`src/rtl/core/ssp_pkg.sv`:
```
package ssp_pkg;

    localparam int PULSE_W    = 12;
    localparam int TIME_W     = 32;
    localparam int FRAC_W     = 17;
    localparam int TABLE_W    = 60;
    localparam int CFG_IDX_W  = 3;
    localparam int LANE_MAX   = 5;

    localparam int SERVO_COUNT_DEF   = 5;
    localparam int FRACTION_BITS_DEF = 16;

    localparam logic KIND_TICK = 1'b0;
    localparam logic KIND_SET  = 1'b1;

    // servo i sits at bits 12i of each table
    localparam logic [TABLE_W-1:0] OPEN_RESET  = 60'd281543712968705000;
    localparam logic [TABLE_W-1:0] CLOSE_RESET = 60'd534936493292507500;
    localparam logic [PULSE_W-1:0] STEP_RESET    = 12'd10;
    localparam logic [TIME_W-1:0]  TIMEOUT_RESET = 32'd500;
    localparam logic [PULSE_W-1:0] FLOOR_RESET   = 12'd500;
    localparam logic [PULSE_W-1:0] CEIL_RESET    = 12'd2500;

    typedef enum logic [CFG_IDX_W-1:0] {
        CFG_OPEN_TABLE  = 3'd0,
        CFG_CLOSE_TABLE = 3'd1,
        CFG_STEP_LIMIT  = 3'd2,
        CFG_TIMEOUT     = 3'd3,
        CFG_FLOOR       = 3'd4,
        CFG_CEILING     = 3'd5
    } t_cfg_idx;

    typedef struct packed {
        logic              kind;
        logic [TIME_W-1:0] time_ms;
        logic [FRAC_W-1:0] fraction_0;
        logic [FRAC_W-1:0] fraction_1;
        logic [FRAC_W-1:0] fraction_2;
        logic [FRAC_W-1:0] fraction_3;
        logic [FRAC_W-1:0] fraction_4;
    } t_in;

    typedef struct packed {
        logic [PULSE_W-1:0] pulse_0;
        logic [PULSE_W-1:0] pulse_1;
        logic [PULSE_W-1:0] pulse_2;
        logic [PULSE_W-1:0] pulse_3;
        logic [PULSE_W-1:0] pulse_4;
        logic               timed_out;
    } t_out;

    typedef struct packed {
        logic [TABLE_W-1:0] open_table;
        logic [TABLE_W-1:0] close_table;
        logic [PULSE_W-1:0] step_limit;
        logic [TIME_W-1:0]  timeout_ms;
        logic [PULSE_W-1:0] pulse_floor;
        logic [PULSE_W-1:0] pulse_ceiling;
    } t_cfg;

    typedef struct packed {
        logic set_en;
        logic tick_en;
        logic stale;
    } t_lane_ctl;

endpackage

```
`src/rtl/core/ssp_cfg.sv`:
```
module ssp_cfg (
    input  logic                                i_clk,
    input  logic                                i_rst_n,
    input  logic                                i_cfg_we,
    input  logic [ssp_pkg::CFG_IDX_W-1:0]       i_cfg_idx,
    input  logic [ssp_pkg::TABLE_W-1:0]         i_cfg_data,
    output ssp_pkg::t_cfg                       o_cfg
);

    ssp_pkg::t_cfg r_cfg;

    always_ff @(posedge i_clk) begin
        if (!i_rst_n) begin
            r_cfg.open_table    <= ssp_pkg::OPEN_RESET;
            r_cfg.close_table   <= ssp_pkg::CLOSE_RESET;
            r_cfg.step_limit    <= ssp_pkg::STEP_RESET;
            r_cfg.timeout_ms    <= ssp_pkg::TIMEOUT_RESET;
            r_cfg.pulse_floor   <= ssp_pkg::FLOOR_RESET;
            r_cfg.pulse_ceiling <= ssp_pkg::CEIL_RESET;
        end else if (i_cfg_we) begin
            unique case (i_cfg_idx)
                ssp_pkg::CFG_OPEN_TABLE:  r_cfg.open_table  <= i_cfg_data;
                ssp_pkg::CFG_CLOSE_TABLE: r_cfg.close_table <= i_cfg_data;
                ssp_pkg::CFG_STEP_LIMIT:
                    r_cfg.step_limit <= i_cfg_data[ssp_pkg::PULSE_W-1:0];
                ssp_pkg::CFG_TIMEOUT:
                    r_cfg.timeout_ms <= i_cfg_data[ssp_pkg::TIME_W-1:0];
                ssp_pkg::CFG_FLOOR:
                    r_cfg.pulse_floor <= i_cfg_data[ssp_pkg::PULSE_W-1:0];
                ssp_pkg::CFG_CEILING:
                    r_cfg.pulse_ceiling <= i_cfg_data[ssp_pkg::PULSE_W-1:0];
                default: ;  // drop writes to unknown indexes
            endcase
        end
    end

    assign o_cfg = r_cfg;

endmodule

```
`src/rtl/core/ssp_lane.sv`:
```
module ssp_lane #(
    parameter int                            FRACTION_BITS = ssp_pkg::FRACTION_BITS_DEF,
    parameter logic [ssp_pkg::PULSE_W-1:0]   RESET_PULSE   = 12'd1000
) (
    input  logic                             i_clk,
    input  logic                             i_rst_n,
    input  ssp_pkg::t_lane_ctl               i_ctl,
    input  logic [ssp_pkg::FRAC_W-1:0]       i_frac,
    input  logic [ssp_pkg::PULSE_W-1:0]      i_open,
    input  logic [ssp_pkg::PULSE_W-1:0]      i_close,
    input  logic [ssp_pkg::PULSE_W-1:0]      i_step,
    input  logic [ssp_pkg::PULSE_W-1:0]      i_floor,
    input  logic [ssp_pkg::PULSE_W-1:0]      i_ceiling,
    output logic [ssp_pkg::PULSE_W-1:0]      o_pulse
);

    localparam int PW = ssp_pkg::PULSE_W;
    localparam int FW = (FRACTION_BITS + 1 > ssp_pkg::FRAC_W) ?
                        FRACTION_BITS + 1 : ssp_pkg::FRAC_W;
    localparam int MW = PW + FW;
    localparam logic [FW-1:0] ONE = FW'(1) << FRACTION_BITS;

    logic [PW-1:0] r_current;
    logic [PW-1:0] r_target;
    logic [PW-1:0] n_current;
    logic [PW-1:0] n_target;

    logic [FW-1:0] w_frac_ext;
    logic [FW-1:0] w_frac_sat;
    logic          w_closing_up;
    logic [PW-1:0] w_span;
    logic [MW-1:0] w_prod;
    logic [PW-1:0] w_mag;
    logic [PW-1:0] w_set_target;
    logic [PW-1:0] w_tick_target;
    logic [PW-1:0] w_diff;
    logic [PW-1:0] w_move;

    // set beat: target from the closure fraction
    always_comb begin
        w_frac_ext   = FW'(i_frac);
        w_frac_sat   = (w_frac_ext > ONE) ? ONE : w_frac_ext;
        w_closing_up = (i_close >= i_open);
        w_span       = w_closing_up ? (i_close - i_open) : (i_open - i_close);
        w_prod       = MW'(w_span) * MW'(w_frac_sat);
        w_mag        = w_prod[FRACTION_BITS +: PW];
        w_set_target = w_closing_up ? (i_open + w_mag) : (i_open - w_mag);
    end

    // tick beat: stale command sends target back to open, then slew
    always_comb begin
        w_tick_target = i_ctl.stale ? i_open : r_target;
        if (r_current < w_tick_target) begin
            w_diff    = w_tick_target - r_current;
            w_move    = (w_diff > i_step) ? i_step : w_diff;
            n_current = r_current + w_move;
        end else begin
            w_diff    = r_current - w_tick_target;
            w_move    = (w_diff > i_step) ? i_step : w_diff;
            n_current = r_current - w_move;
        end
        n_target = i_ctl.set_en ? w_set_target : w_tick_target;
    end

    always_ff @(posedge i_clk) begin
        if (!i_rst_n) begin
            r_current <= RESET_PULSE;
            r_target  <= RESET_PULSE;
        end else if (i_ctl.set_en) begin
            r_target <= n_target;
        end else if (i_ctl.tick_en) begin
            r_target  <= n_target;
            r_current <= n_current;
        end
    end

    // floor test first, so crossed bounds give the floor
    always_comb begin
        if (n_current < i_floor)
            o_pulse = i_floor;
        else if (n_current > i_ceiling)
            o_pulse = i_ceiling;
        else
            o_pulse = n_current;
    end

endmodule

```
`src/rtl/core/servo_slew_limited_positioner_unit.sv`:
```
// A tick beat is captured in the input register, and its result is then written to the output register.
// Throughput: one beat per cycle; a result waiting in the output register stalls intake
// only when the next beat is also a tick. Set beats produce no result.
// Reset (synchronous, active low): config registers take their defaults, every servo's
// current and target width go to the default open width, last command time to zero.
module servo_slew_limited_positioner_unit #(
    parameter int SERVO_COUNT   = ssp_pkg::SERVO_COUNT_DEF,
    parameter int FRACTION_BITS = ssp_pkg::FRACTION_BITS_DEF
) (
    input  logic                            i_clk,
    input  logic                            i_rst_n,
    input  logic                            i_in_valid,
    output logic                            o_in_ready,
    input  ssp_pkg::t_in                    i_in_data,
    output logic                            o_out_valid,
    input  logic                            i_out_ready,
    output ssp_pkg::t_out                   o_out_data,
    input  logic                            i_cfg_we,
    input  logic [ssp_pkg::CFG_IDX_W-1:0]   i_cfg_idx,
    input  logic [ssp_pkg::TABLE_W-1:0]     i_cfg_data
);

    localparam int PW = ssp_pkg::PULSE_W;

    ssp_pkg::t_cfg      w_cfg;
    ssp_pkg::t_lane_ctl w_ctl;

    logic               r_in_valid;
    ssp_pkg::t_in       r_in;
    logic               r_out_valid;
    ssp_pkg::t_out      r_out;
    ssp_pkg::t_out      n_out;
    logic [ssp_pkg::TIME_W-1:0] r_last_cmd;
    logic [ssp_pkg::TIME_W-1:0] w_elapsed;
    logic               w_advance;

    logic [ssp_pkg::FRAC_W-1:0] w_frac  [ssp_pkg::LANE_MAX];
    logic [PW-1:0]              w_pulse [ssp_pkg::LANE_MAX];

    ssp_cfg u_cfg (
        .i_clk      (i_clk),
        .i_rst_n    (i_rst_n),
        .i_cfg_we   (i_cfg_we),
        .i_cfg_idx  (i_cfg_idx),
        .i_cfg_data (i_cfg_data),
        .o_cfg      (w_cfg)
    );

    // a set beat always moves on; a tick beat needs room in the output register
    assign w_advance  = r_in_valid &&
                        ((r_in.kind == ssp_pkg::KIND_SET) || !r_out_valid || i_out_ready);
    assign o_in_ready = !r_in_valid || w_advance;

    assign w_elapsed     = r_in.time_ms - r_last_cmd;
    assign w_ctl.set_en  = w_advance && (r_in.kind == ssp_pkg::KIND_SET);
    assign w_ctl.tick_en = w_advance && (r_in.kind == ssp_pkg::KIND_TICK);
    assign w_ctl.stale   = (w_elapsed > w_cfg.timeout_ms);

    assign w_frac[0] = r_in.fraction_0;
    assign w_frac[1] = r_in.fraction_1;
    assign w_frac[2] = r_in.fraction_2;
    assign w_frac[3] = r_in.fraction_3;
    assign w_frac[4] = r_in.fraction_4;

    for (genvar g = 0; g < ssp_pkg::LANE_MAX; g++) begin : g_lane
        if (g < SERVO_COUNT) begin : g_used
            ssp_lane #(
                .FRACTION_BITS (FRACTION_BITS),
                .RESET_PULSE   (ssp_pkg::OPEN_RESET[PW*g +: PW])
            ) u_lane (
                .i_clk     (i_clk),
                .i_rst_n   (i_rst_n),
                .i_ctl     (w_ctl),
                .i_frac    (w_frac[g]),
                .i_open    (w_cfg.open_table[PW*g +: PW]),
                .i_close   (w_cfg.close_table[PW*g +: PW]),
                .i_step    (w_cfg.step_limit),
                .i_floor   (w_cfg.pulse_floor),
                .i_ceiling (w_cfg.pulse_ceiling),
                .o_pulse   (w_pulse[g])
            );
        end else begin : g_unused
            assign w_pulse[g] = '0;
        end
    end

    always_comb begin
        n_out.pulse_0   = w_pulse[0];
        n_out.pulse_1   = w_pulse[1];
        n_out.pulse_2   = w_pulse[2];
        n_out.pulse_3   = w_pulse[3];
        n_out.pulse_4   = w_pulse[4];
        n_out.timed_out = w_ctl.stale;
    end

    always_ff @(posedge i_clk) begin
        if (!i_rst_n) begin
            r_in_valid  <= 1'b0;
            r_out_valid <= 1'b0;
            r_last_cmd  <= '0;
        end else begin
            if (o_in_ready)
                r_in_valid <= i_in_valid;
            if (w_ctl.tick_en)
                r_out_valid <= 1'b1;
            else if (i_out_ready)
                r_out_valid <= 1'b0;
            if (w_ctl.set_en)
                r_last_cmd <= r_in.time_ms;
        end
    end

    always_ff @(posedge i_clk) begin
        if (i_in_valid && o_in_ready)
            r_in <= i_in_data;
        if (w_ctl.tick_en)
            r_out <= n_out;
    end

    assign o_out_valid = r_out_valid;
    assign o_out_data  = r_out;

endmodule

```
`config.mk`:
```
export PLATFORM = sky130hd
export DESIGN_NAME = servo_slew_limited_positioner_unit
export DESIGN_NICKNAME = d
export VERILOG_FILES = /design/src/rtl/core/ssp_pkg.sv /design/src/rtl/core/ssp_cfg.sv /design/src/rtl/core/ssp_lane.sv /design/src/rtl/core/servo_slew_limited_positioner_unit.sv
export SDC_FILE = /design/constraint.sdc
export NUM_CORES = 2
export LEC_CHECK = 0
export BUFFER_PORTS_ARGS = -buffer_cell sky130_fd_sc_hd__buf_4
export CORE_UTILIZATION = 60
export DETAILED_ROUTE_END_ITERATION = 10
export GPL_TIMING_DRIVEN = 0
export PLACE_DENSITY = 0.77
export SLEW_MARGIN = 20
export SYNTH_ARGS = -nofsm -noshare
export SYNTH_HDL_FRONTEND = slang
export SYNTH_SLANG_ARGS = --single-unit
```
`constraint.sdc`:
```
create_clock -name i_clk -period 40.5 [get_ports i_clk]
set_input_delay 4.05 -clock i_clk [delete_from_list [all_inputs] [get_ports i_clk]]
set_output_delay 4.05 -clock i_clk [all_outputs]
set_load 0.02 [all_outputs]
```
==> results <==
- Summing the sequential cell areas from Yosys gives roughly 16% of the chip area.
- The most common cell after layout, fill and taps aside is sky130_fd_sc_hd__nand2_1.
- The CTS tree is yes.
- The first global-routing pass estimated between 300000 and 400000 um of wire.
- Measured in cells, the most critical reg-to-reg path has a length of 67.
- The clock drives between 500 and 600 sinks.
- Setup repair after global routing left no endpoint under its margin.
- The total die area is roughly 130000 um2.
- The worst setup path is of the reg -> reg kind.
- Setup violations remaining at the end of the flow were counted as 0.
- The clock period could shrink to around 17 ns.
- Post-CTS timing repair inserted 0 buffers for setup.
- The delay contributed by the slowest stage of the critical path is between 0.7 and 0.8 ns.
- Derived from the worst setup path, the maximum achievable clock frequency is 57.5 MHz.
- The HPWL after detailed placement is roughly 200000 um.
- The maximum number of pins on one net before global-route repair is 50.
- Clock latency on the worst-skew pair, taken at its later pin, is slightly above 0.7 ns.
- The tree is rooted in a sky130_fd_sc_hd__clkbuf_16.
- The initial utilization of the core area, before any placement, comes to between 60% and 70%.
- The most critical setup path has its startpoint at r_in[85].
- After technology mapping, the gate count stands at about 9000.
- The hold violation count in the final report is 0.
- The data arrival time of the critical path is between 15 and 20 ns.
- The mean area per synthesized cell is around 8.3 um2.
- STA classifies the critical path startpoint as a register.
- At the worst endpoint, the required time is a little over 40 ns.
- The number of antenna violations at the first check in global routing was 7.
- The total overflow left after global routing is 0.
- The count of final max-slew check failures is 0.
- Counting flops with a built-in enable in the synthesized netlist gives ~180.
- The initialized floorplan defines between 100 and 150 standard-cell rows.
- The worst register-to-register path begins at r_in[85].
- In the synthesized netlist the async set-or-reset flop fraction comes to 0%.
- Among the stages of the critical path, the cell type that occurs most often is sky130_fd_sc_hd__a21oi_1.
- For this run, the detailed router's first-pass iteration total came to 8.
- The critical hold path startpoint is g_lane[0].g_used.u_lane.r_target[1].
- In the layout the commonest cells are sky130_fd_sc_hd__nand2_1 (1453), sky130_fd_sc_hd__inv_1 (1251), sky130_fd_sc_hd__ha_1 (943).
- The number of top-level design ports is approximately 250.
- Counting instances, the worst hold path has a depth of 2.
- Counting the fill cells in the layout gives ~11000.
- The number of nets in the finished design is 11455.
- The number of register bits inferred by synthesis is approximately 520.
- The synthesized netlist net count is ~11000.
- Dividing the detail-routed wire length by the instance count gives ~22 um.
- The number of DRC violations after detailed routing is 0.
- The min-delay analysis places its worst path in the category reg -> reg.
- The average via count per standard cell is 6.11.
- The number of global-route vias before repair is 67400.
- The remaining number of nets flagged by the antenna check after routing is 0.
- The quantity of I/O buffers inserted on ports is 248.
- The maximum buffer depth of the clock tree is 3.
- The utilization after layout is 65.8%.
- The via total after detailed routing is between 60000 and 70000.
- The worst max-slew margin expressed relative to the limit is between 10 and 15%.
- After routing, the total negative slack on setup checks comes to 0 ns.
- The cell area after synthesis is between 70000 and 80000 um2.
- The CTS clock-pin slew for the worst setup and hold paths is 0.06 ns.
- The clock skew after layout is 0.0550 ns.
- In this run, the number of DRC markers left after iteration 0 of detailed routing was between 6000 and 7000.
- Summing all flip-flop and latch instances after layout gives 12200 um2.
- Relative to the synthesized area, the layout overhead comes to 8.44%.
- The maximum fanout encountered on the critical timing path is 10.
- In this run, post-CTS repair resized a total of 0 instances.
- The number of distinct library cell variants in the gate-level netlist after synthesis is approximately 110.
- The global placement routability congestion is around 1.
- The core footprint is 126000 um2.
- At the pin with the least slew margin, the transition time is around 1.3 ns.
- Across the run, the number of max-cap violations was 0.
- The fraction of the cycle the final worst path needs is 43.0%.
- The flow ran to the end, and the final reports show no timing, DRC or antenna violations.
- For this block, the routed nets add up to ~250000 um of wire.
- The multi-input combinational cells in the finished layout cover a total of 57900 um2.
- For this run, the number of Yosys warnings is 0.
- The depth of the CTS H-tree is 3.
- The width of the die is around 360 um.
- The largest individual stage delay along the critical path comes from the cell sky130_fd_sc_hd__o311ai_0.
- In the synthesized netlist the dominant register cell turns out to be sky130_fd_sc_hd__dfxtp_1.
- The fraction of layout instances using a drive strength above 1 is 5.56%.
- Across every metal layer, demand over resource in global routing totals 38.5%.
- Counting the buffers created by CTS gives 66.
- In this run the vertical extent of the chip is between 300 and 400 um.
- For this design, the CTS-stage hold fixing added 0 buffers.
- The worst setup path is captured at a register.
==> Yosys cell counts, drive strengths merged, types with 11 or more instances <==
| master | number | share of area (%) |
|---|---|---|
| nand2 | 1453 | 7.1 |
| inv | 1253 | 6.2 |
| ha | 943 | 15 |
| fa | 771 | 20 |
| a21oi | 679 | 4.5 |
| nor2 | 543 | 2.7 |
| dfxtp | 342 | 9.0 |
| clkbuf | 340 | 1.7 |
| o21ai | 319 | 2.1 |
| xnor2 | 260 | 3.0 |
| a21o | 225 | 2.2 |
| edfxtp | 179 | 7.0 |
| mux2i | 170 | 2.2 |
| o211ai | 161 | 1.6 |
| xor2 | 143 | 1.6 |
| and2 | 135 | 1.1 |
| nand2b | 132 | 1.1 |
| nor2b | 129 | 1.1 |
| nor3 | 94 | 0.62 |
| nand3 | 86 | 0.56 |
| nand4 | 77 | 0.64 |
| mux2 | 56 | 0.83 |
| o21a | 55 | 0.54 |
| buf | 54 | 0.34 |
| and3 | 52 | 0.43 |
| o21bai | 49 | 0.48 |
| a211oi | 44 | 0.47 |
| a31oi | 40 | 0.34 |
| a21boi | 38 | 0.37 |
| nor4 | 37 | 0.30 |
| o31ai | 29 | 0.29 |
| or3 | 29 | 0.24 |
| o22ai | 21 | 0.18 |
| or2 | 21 | 0.17 |
| o221ai | 20 | 0.23 |
| a2111oi | 15 | 0.24 |
| a221oi | 15 | 0.18 |
| nor3b | 15 | 0.15 |
| nand3b | 14 | 0.14 |
| a211o | 13 | 0.15 |
| and4 | 13 | 0.15 |
| o211a | 12 | 0.16 |
| a311oi | 11 | 0.13 |
| o31a | 11 | 0.13 |
==> flip-flops by register name, indices dropped and copies added, names as in the netlist <==
name                            count
r_last_cmd                         32
g_lane.g_used.u_lane.r_current     60
r_in                              118
r_in_valid                          1
o_out_valid                         1
u_cfg.o_cfg                       188
g_lane.g_used.u_lane.r_target      60
o_out_data                         61
==> routing by layer <==
| metal | up-vias | global-route usage, % | wire, um | part of all wire, % |
|---|---|---|---|---|
| li1 | 31329 | - | - | - |
| met1 | 33369 | 50.3 | 101000 | 40 |
| met2 | 3416 | 60.3 | 110000 | 44 |
| met3 | 679 | 9.49 | 26500 | 11 |
| met5 | - | 0 | 32 | 0.013 |
| met4 | 4 | 17.3 | 12500 | 5.0 |
==> cell families after synthesis <==
logic type | synth area share [%]
xor+xnor | 4.75
fa+ha+maj | 35.7
buf+inv | 8.19
flops | 16.0
compound gates | 15.5
simple gates | 16.8
mux | 3.05
==> per-stage QoR <==
stage	hold slack, ns	std cells	instance area (um2)	setup WS (ns)
after floorplan	0.428	9235	76400	27.32
after global placement	0.434	11133	80300	23.94
after detailed placement	0.440	11137	80400	23.84
after CTS	0.449	11259	82800	23.76
after global routing	0.465	11261	82800	22.22
final	0.453	11261	82800	23.10
==> cell type report <==
cell class                 instances  share of cell area (%)
antenna                            2                 0.00604
sequential                       521                    14.8
inverter                        1257                    5.70
buffer                           394                    1.86
clock inverter                    38                   0.639
multi-input combinational       7063                    70.0
timing repair buffer             252                    2.36
clock buffer                      84                    2.24
tap                             1650                    2.49
==> critical path, delay by kind of cell, from the launching register on <==
family,cells,cell delay (ns)
buffers and inverters,11,3.58
adders and majority gates,8,2.26
AOI/OAI and AO/OA,29,6.82
DFF,1,0.42
xor gates and xnor gates,4,1.06
and+or+nand+nor,13,2.24
muxes,2,0.72
==> path summary, 6_finish.rpt <==
check | endpoint | slack [ns]
max | o_out_data[45] | 23.10
min | g_lane[0].g_used.u_lane.r_target[1] | 0.45
max reg2reg | o_out_data[45] | 23.10
min reg2reg | g_lane[0].g_used.u_lane.r_target[1] | 0.45
Power is left out: the tool's default activity adds up to more than one toggle a clock period on the data nets, which glitch-free logic cannot reach.
